[config.mk]
export PLATFORM = sky130hd
export DESIGN_NAME = eac_back
export DESIGN_NICKNAME = d
export VERILOG_FILES = /design/src/rtl/eac_pkg.sv /design/src/rtl/eac_back.sv
export SDC_FILE = /design/constraint.sdc
export NUM_CORES = 1
export LEC_CHECK = 0
export ABC_AREA = 1
export BUFFER_PORTS_ARGS = -buffer_cell sky130_fd_sc_hd__buf_4
export CORE_MARGIN = 2
export CORE_UTILIZATION = 50
export CTS_BUF_LIST = sky130_fd_sc_hd__clkbuf_2 sky130_fd_sc_hd__clkbuf_4 sky130_fd_sc_hd__clkbuf_8
export DETAILED_ROUTE_END_ITERATION = 8
export GPL_ROUTABILITY_DRIVEN = 0
export HOLD_SLACK_MARGIN = 0.15
export PLACE_DENSITY = 0.85
export SETUP_SLACK_MARGIN = 0.3
export SYNTH_ARGS = -nofsm -noshare
export SYNTH_HDL_FRONTEND = slang
export SYNTH_SLANG_ARGS = --single-unit
[constraint.sdc]
create_clock -name clk -period 1.2 [get_ports clk]
set_clock_uncertainty 0.2 [all_clocks]
set_input_delay 0.24 -clock clk [delete_from_list [all_inputs] [get_ports clk]]
set_output_delay 0.24 -clock clk [all_outputs]
set_load 0.02 [all_outputs]
[src/rtl/eac_pkg.sv]
`default_nettype none
// ----------------------------------------------------------------------------
// eac_pkg
// Shared types, character codes and the byte classifier of the address checker.
// ----------------------------------------------------------------------------
package eac_pkg;

    localparam int unsigned FIFO_DEPTH = 2;

    localparam logic [7:0] CH_AT         = 8'h40;
    localparam logic [7:0] CH_DOT        = 8'h2E;
    localparam logic [7:0] CH_UNDERSCORE = 8'h5F;
    localparam logic [7:0] CH_DASH       = 8'h2D;
    localparam logic [7:0] CH_PLUS       = 8'h2B;
    localparam logic [1:0] MIN_TAIL      = 2'd2;

    // byte classes as the back end sees them
    typedef enum logic [2:0] {
        CC_AT,
        CC_DOT,
        CC_ALNUM,
        CC_DASH,
        CC_LOCAL_SYM,
        CC_OTHER
    } char_class_t;

    typedef struct packed {
        logic        end_marker;
        char_class_t cls;
    } eac_item_t;

    function automatic char_class_t classify(input logic [7:0] c);
        char_class_t r;
        if (c == CH_AT)
            r = CC_AT;
        else if (c == CH_DOT)
            r = CC_DOT;
        else if (c == CH_DASH)
            r = CC_DASH;
        else if (c == CH_UNDERSCORE || c == CH_PLUS)
            r = CC_LOCAL_SYM;
        else if ((c >= 8'h30 && c <= 8'h39) || (c >= 8'h41 && c <= 8'h5A) ||
                 (c >= 8'h61 && c <= 8'h7A))
            r = CC_ALNUM;
        else
            r = CC_OTHER;
        return r;
    endfunction

endpackage
`default_nettype wire

[src/rtl/eac_back.sv]
`default_nettype none
// ----------------------------------------------------------------------------
// eac_back
// Rule tracker: updates the address flags per byte and registers the verdict.
// ----------------------------------------------------------------------------
module eac_back (
    input  wire logic              clk,
    input  wire logic              rst_n,
    input  wire logic              pop_valid,
    input  wire eac_pkg::eac_item_t pop_item,
    output logic                   pop,
    output logic                   out_valid,
    input  wire logic              out_ready,
    output logic                   out_ok
);
    import eac_pkg::*;

    typedef struct packed {
        logic       at_seen;
        logic       rule_broken;
        logic       local_nonempty;
        logic [1:0] local_dot_count;
        logic       local_ends_in_dot;
        logic       domain_nonempty;
        logic       domain_dot_seen;
        logic [1:0] chars_after_last_dot;
    } addr_state_t;

    addr_state_t st_reg, st_next;
    logic        out_valid_reg, out_valid_next;
    logic        ok_reg, ok_next;
    logic        verdict;
    logic        is_end;

    assign is_end    = pop_item.end_marker;
    // bytes never wait on the output; an end marker needs the output register
    assign pop       = pop_valid && (!is_end || !out_valid_reg || out_ready);
    assign out_valid = out_valid_reg;
    assign out_ok    = ok_reg;

    assign verdict = st_reg.at_seen && !st_reg.rule_broken && st_reg.local_nonempty &&
                     st_reg.domain_nonempty && st_reg.domain_dot_seen &&
                     (st_reg.chars_after_last_dot >= MIN_TAIL);

    always_comb
    begin
        st_next        = st_reg;
        out_valid_next = out_valid_reg && !out_ready;
        ok_next        = ok_reg;
        if (pop)
        begin
            if (is_end)
            begin
                out_valid_next = 1'b1;
                ok_next        = verdict;
                st_next        = '0;
            end
            else if (pop_item.cls == CC_AT)
            begin
                if (st_reg.at_seen)
                    st_next.rule_broken = 1'b1;
                else
                begin
                    if (!st_reg.local_nonempty)
                        st_next.rule_broken = 1'b1;
                    // first local dot was also the last local byte
                    if (st_reg.local_dot_count == 2'd1 && st_reg.local_ends_in_dot)
                        st_next.rule_broken = 1'b1;
                    st_next.at_seen = 1'b1;
                end
            end
            else if (!st_reg.at_seen)
            begin
                if (pop_item.cls == CC_OTHER)
                    st_next.rule_broken = 1'b1;
                if (pop_item.cls == CC_DOT)
                begin
                    if (!st_reg.local_nonempty)
                        st_next.rule_broken = 1'b1;
                    if (st_reg.local_dot_count != 2'd2)
                        st_next.local_dot_count = st_reg.local_dot_count + 2'd1;
                    st_next.local_ends_in_dot = 1'b1;
                end
                else
                    st_next.local_ends_in_dot = 1'b0;
                st_next.local_nonempty = 1'b1;
            end
            else
            begin
                if (pop_item.cls == CC_OTHER || pop_item.cls == CC_LOCAL_SYM)
                    st_next.rule_broken = 1'b1;
                if (pop_item.cls == CC_DOT)
                begin
                    if (st_reg.domain_nonempty)
                        st_next.domain_dot_seen = 1'b1;
                    st_next.chars_after_last_dot = 2'd0;
                end
                else if (st_reg.chars_after_last_dot != 2'd2)
                    st_next.chars_after_last_dot = st_reg.chars_after_last_dot + 2'd1;
                st_next.domain_nonempty = 1'b1;
            end
        end
    end

    always_ff @(posedge clk or negedge rst_n)
    begin
        if (!rst_n)
        begin
            st_reg        <= '0;
            out_valid_reg <= 1'b0;
        end
        else
        begin
            st_reg        <= st_next;
            out_valid_reg <= out_valid_next;
        end
    end

    always_ff @(posedge clk)
    begin
        ok_reg <= ok_next;
    end

    a_clear_after_end: assert property (@(posedge clk) disable iff (!rst_n)
        (pop && is_end) |=> (st_reg == '0 && out_valid_reg))
        else $error("state not cleared after end marker");

    a_no_result_lost: assert property (@(posedge clk) disable iff (!rst_n)
        (pop && is_end) |-> (!out_valid_reg || out_ready))
        else $error("verdict overwritten before transfer");

    a_ok_needs_at: assert property (@(posedge clk) disable iff (!rst_n)
        (pop && is_end && !st_reg.at_seen) |=> !ok_reg)
        else $error("valid verdict without at sign");

    a_dot_count_sat: assert property (@(posedge clk) disable iff (!rst_n)
        st_reg.local_dot_count != 2'd3)
        else $error("local dot count past saturation");

endmodule
`default_nettype wire

==> After elaboration in Yosys (flattened, before gate mapping) <==
Index checks and enable logic that the tools add are counted.
{ "word_totals": {"ff_bits": 12, "word_cells": 76} }
{ "op_classes": {"add_sub_neg": 2, "order_cmp": 1, "n_eq_ne": 10, "n_mux": 23, "n_reduce_logical": 30} }
{ "ops": {"columns": ["op", "count"], "rows": [
  ["1-bit 2-to-1 mux", 15],
  ["10-bit 2-to-1 mux", 1],
  ["5-bit AND reduction", 2],
  ["2-bit nonzero test", 5],
  ["3-bit AND reduction", 3],
  ["1-bit logical AND", 8],
  ["2-bit 2-to-1 mux", 4],
  ["4-bit 2-to-1 mux", 2],
  ["8-bit 2-to-1 mux", 1],
  ["2-bit inequality test (second input constant)", 4],
  ["3-bit equality test (second input constant)", 2],
  ["5-bit by 4-bit inequality test with 1-bit output (second input constant)", 1],
  ["2-bit by 1-bit adder with 2-bit output (second input constant)", 2],
  ["1-bit zero test", 4],
  ["4-bit by 2-bit inequality test with 1-bit output (second input constant)", 1],
  ["2-bit AND reduction", 2],
  ["4-bit AND reduction", 1],
  ["3-bit by 1-bit equality test with 1-bit output (second input constant)", 1],
  ["3-bit zero test", 1],
  ["1-bit logical OR", 3],
  ["3-bit nonzero test", 1],
  ["2-bit by 1-bit equality test with 1-bit output (second input constant)", 1],
  ["2-bit greater-or-equal comparator (second input constant)", 1]
]} }

==> Depth between registers and ports, before layout <==
{ "logic_depth": {"word_depth": 7, "depth_mapped": 8, "mapped_depth_nobuf": 8} }

==> Worst setup path before layout <==
OpenSTA, ideal clock, no wires.
{ "synth_timing": {"kind": "register to register", "from": "register out_valid_reg, in the netlist out_valid", "to": "register ok_reg, in the netlist out_ok (enable)", "arrival_time_ns": 0.915, "required_time_ns": 0.708, "slack_ns": -0.208, "stages_incl_launch_ff": 6, "path_buffers": 0, "path_cell_list": "dfrtp_1 nand2_4 nor2_4 nor2_8 nand2_2 inv_2"} }
{ "synth_via": {"elab_chain_len": 5} }
{ "synth_rtl": {"columns": ["item", "line", "text"], "rows": [
  ["from (decl)", "eac_back.sv:30", "logic out_valid_reg, out_valid_next;"],
  ["from (signal assigned)", "eac_back.sv:115", "out_valid_reg <= out_valid_next;"],
  ["1-bit zero test", "eac_back.sv:37", "assign pop = pop_valid && (!is_end || !out_valid_reg || out_ready);"],
  ["1-bit logical OR (2 in a row)", "eac_back.sv:37", null],
  ["1-bit logical AND", "eac_back.sv:37", null],
  ["named net pop", "eac_back.sv:11", "output logic pop,"],
  ["2-bit AND reduction (no line)", null, null],
  ["to (signal assigned)", "eac_back.sv:121", "ok_reg <= ok_next;"],
  ["to (decl)", "eac_back.sv:31", "logic ok_reg, ok_next;"]
]} }
The timed path passes the listed nets, and every way through them passes these cells.
A chain may end at the register's enable or synchronous reset.

==> Final worst setup path <==
{ "layout_timing": {"from": "register out_valid_reg, in the netlist out_valid", "to": "output port pop"} }
{ "layout_via": {"elab_chain_len": 4} }
{ "layout_rtl": {"columns": ["item", "line"], "rows": [
  ["1-bit zero test", "eac_back.sv:37"],
  ["1-bit logical OR (2 in a row)", "eac_back.sv:37"],
  ["1-bit logical AND", "eac_back.sv:37"],
  ["to (decl)", "eac_back.sv:11"]
]} }
No other way between the ends.

==> key figures <==
Clock tree
  – Num CTS Buffers: 3
  – Clock root cell: clkbuf_4
  – CTS tree: yes
  – Hold-fix buffers, CTS: 1
  – Clk Latency, worst-skew pair: 0.27 ns
  – CTS sink count: 12
  – Max H-tree Level: 1
  – Clock Tree Buf Depth: 2
  – Reg clk slew, reported paths: 0.09 ns

Timing
  – Setup-failing EPs final: 16
  – Final Cycle Share: 124%
  – RSZ-0062 raised after global routing: true
  – Final Hold Fails: 1
  – F_max: 674 MHz
  – Worst-margin pin slew: 0.230 ns
  – Slew Limit Fails: 0
  – Max_slew headroom: 84.5%
  – Final Worst Setup Slack: -0.284 ns
  – Tmin final: 1.48 ns
  – Final hold slack: -0.00738 ns

Yosys
  – Synth warn: 0
  – Sequential share of the synthesized area: 37.3%
  – Yosys top cell area share: 33.6%
  – Flop and latch count out of synthesis: 12
  – Count of cell types in the netlist: 24
  – Cells after synthesis: 103
  – Syn_nets: 114
  – Synth Cell Area: 820 um2
  – Leading area contributor after synthesis: dfrtp_1
  – Synth area leaders: dfrtp_1 (34%), nand2_1 (10%), nand2_2 (6.9%), nor2_1 (6.4%), nor2_4 (5.5%)
  – Mean Syn Cell Area: 7.96 um2

Detailed routing
  – Avg Vias per Cell: 5.12
  – TritonRoute pass-1 iters: 4
  – DRC viols: 0
  – Via count: 784
  – Total detailed-routing wirelength: 2.03 mm
  – Remaining antenna violation count: 0
  – DRT iter0 DRCs: 15
  – Mean routed wirelength per cell: 13.2 um

Finish
  – Area grow syn2layout: 38.8%
  – Share of cells above drive strength 1: 48.2%
  – # diodes: 0
  – Final #Nets: 149
  – Fin area: 1140 um2
  – Max reg flops: 10
  – Post-Layout Cell Count: 153

Floorplan
  – Die width: 44.5 um
  – CORE AREA: 1520 um2
  – Die H: 44.5 um
  – Die area: 1980 um2
  – IO Count: 11
  – Effective utilization at floorplan: 53.8%
  – Cell row count: 14

Power
  – P_leak: 0.581 nW
  – Pwr dens: 1240 nW/um2
  – Max VDD drop: 1.20 mV
  – Overall Power: 1.41 mW

Worst hold path
  – Hold Path Stages: 2
  – Min-delay src: out_ready
  – Hold EP: out_valid
  – Hold Path Class: input pin to register

Status
  – Failing checks: negative hold slack, negative setup slack
  – Status: finished with violations

Worst setup path
  – Crit path kind: register to primary output
  – Req. time, crit path: 0.76 ns
  – Crit path DAT: 1.04 ns
  – Reg2reg path depth: 7
  – Crit. End Element: primary output
  – FF-to-FF Start: st_reg[5]
  – Worst setup SP type: register
  – Max FO, Critical Path: 2
  – FF-to-FF End: st_reg[8]
  – Worst reg2reg setup slack: -0.25 ns

Place
  – Placed cell area: 1030 um2
  – Inst Count DP: 144
  – Detail Placement HPWL: 1.46 mm
  – IO Port Bufs: 10
  – Pre-CTS WS: -0.148 ns

Global routing
  – Initial antenna violation count: 0
  – Met1 global-route usage: 26.5%
  – Layer with the highest usage: met2
  – Largest net degree at the start of global routing: 12
  – Total grt overflow: 0
  – Vias in the first global route: 813
  – Met2 Resource Use GR: 41.7%
  – Total GRT Usage: 22.2%
  – First-pass GRT wire length: 3.33 mm
  – Met3 Usage GRT: 3.67%

Run
  – Max cap viols: 0
[Yosys cell counts, drive strengths merged]
cell	number
buf	1
ha	3
o211ai	1
nor2	20
o22ai	3
inv	16
edfxtp	1
o21ai	5
dfrtp	11
nor4	1
a21oi	1
clkinv	1
nand2	32
nand3	7
[how the worst max path moves through the flow]
| stage | cells after the start | to | slack, ns | from |
|---|---|---|---|---|
| after floorplan | 5 | out_ok | -0.17 | out_valid |
| final | 4 | pop | -0.28 | out_valid |
| after global placement | 9 | st_reg[6] | -0.12 | pop_item[2] |
| after detailed placement | 9 | st_reg[6] | -0.15 | pop_item[2] |
| after global routing | 7 | st_reg[8] | -0.36 | st_reg[5] |
| after CTS | 4 | pop | -0.31 | out_valid |
[area by class of cell]
class                           instances  area, um2
Clock buffer                            4       36.3
Fill cell                             101        387
Inverter                               17       66.3
Multi-Input combinational cell         73        462
Sequential cell                        12        307
Tap cell                               16       20.0
Timing Repair Buffer                   31        246
[critical path: stages (launching register included)]
cell and delay, ns:
dfrtp_2 0.40, nand2_4 0.07, nor2_4 0.13, nor2_8 0.04, buf_6 0.13
[per-stage QoR]
step,TNS [ns],util [%]
after detailed placement,-0.955,67.6
after floorplan,-0.491,-
after global placement,-0.677,67.6
after CTS,-2.21,72.5
after global routing,-3.37,74.6
final,-2.57,74.6
[metal layers]
layer	up-vias	wire length (um)
met5	-	0
met4	0	10
met3	2	89
met2	17	1090
met1	375	839
li1	390	-
[logic make-up after synthesis]
kind of cell	count (synthesis)	share of synthesized area [%]
AOI/OAI and AO/OA	10	8.70
and+or+nand+nor	60	40.0
DFF	12	37.3
buffers and inverters	18	9.47
adders and majority gates	3	4.58
[power by group]
part	switching (mW)	internal, mW
clock	0.155	0.184
combinational	0.273	0.256
sequential	0.0594	0.484
[what timing repair did]
| action | in CTS | in global routing |
|---|---|---|
| hold endpoints to repair | 14 | 7 |
| endpoints found under the setup margin | 16 | 16 |
| pin swaps | 6 | 5 |
| setup buffers | 1 | 3 |
| resized for setup | 6 | 4 |
[cell usage in the layout (no fill, tap or decap)]
master,n
a21oi_2,1
buf_4,27
buf_6,3
clkbuf_4,3
clkbuf_8,1
clkinv_1,1
dfrtp_1,10
dfrtp_2,1
dlygate4sd3_1,1
edfxtp_1,1
ha_1,1
ha_2,2
inv_1,10
inv_2,5
inv_4,1
nand2_1,22
nand2_2,8
nand2_4,2
nand3_1,4
nand3_2,2
nand3_4,1
nor2_1,12
nor2_2,3
nor2_4,4
nor2_8,1
nor4_1,1
o211ai_1,1
o21ai_0,2
o21ai_1,2
o21ai_4,1
o22ai_1,3
Power figures use the tool's default switching activity.
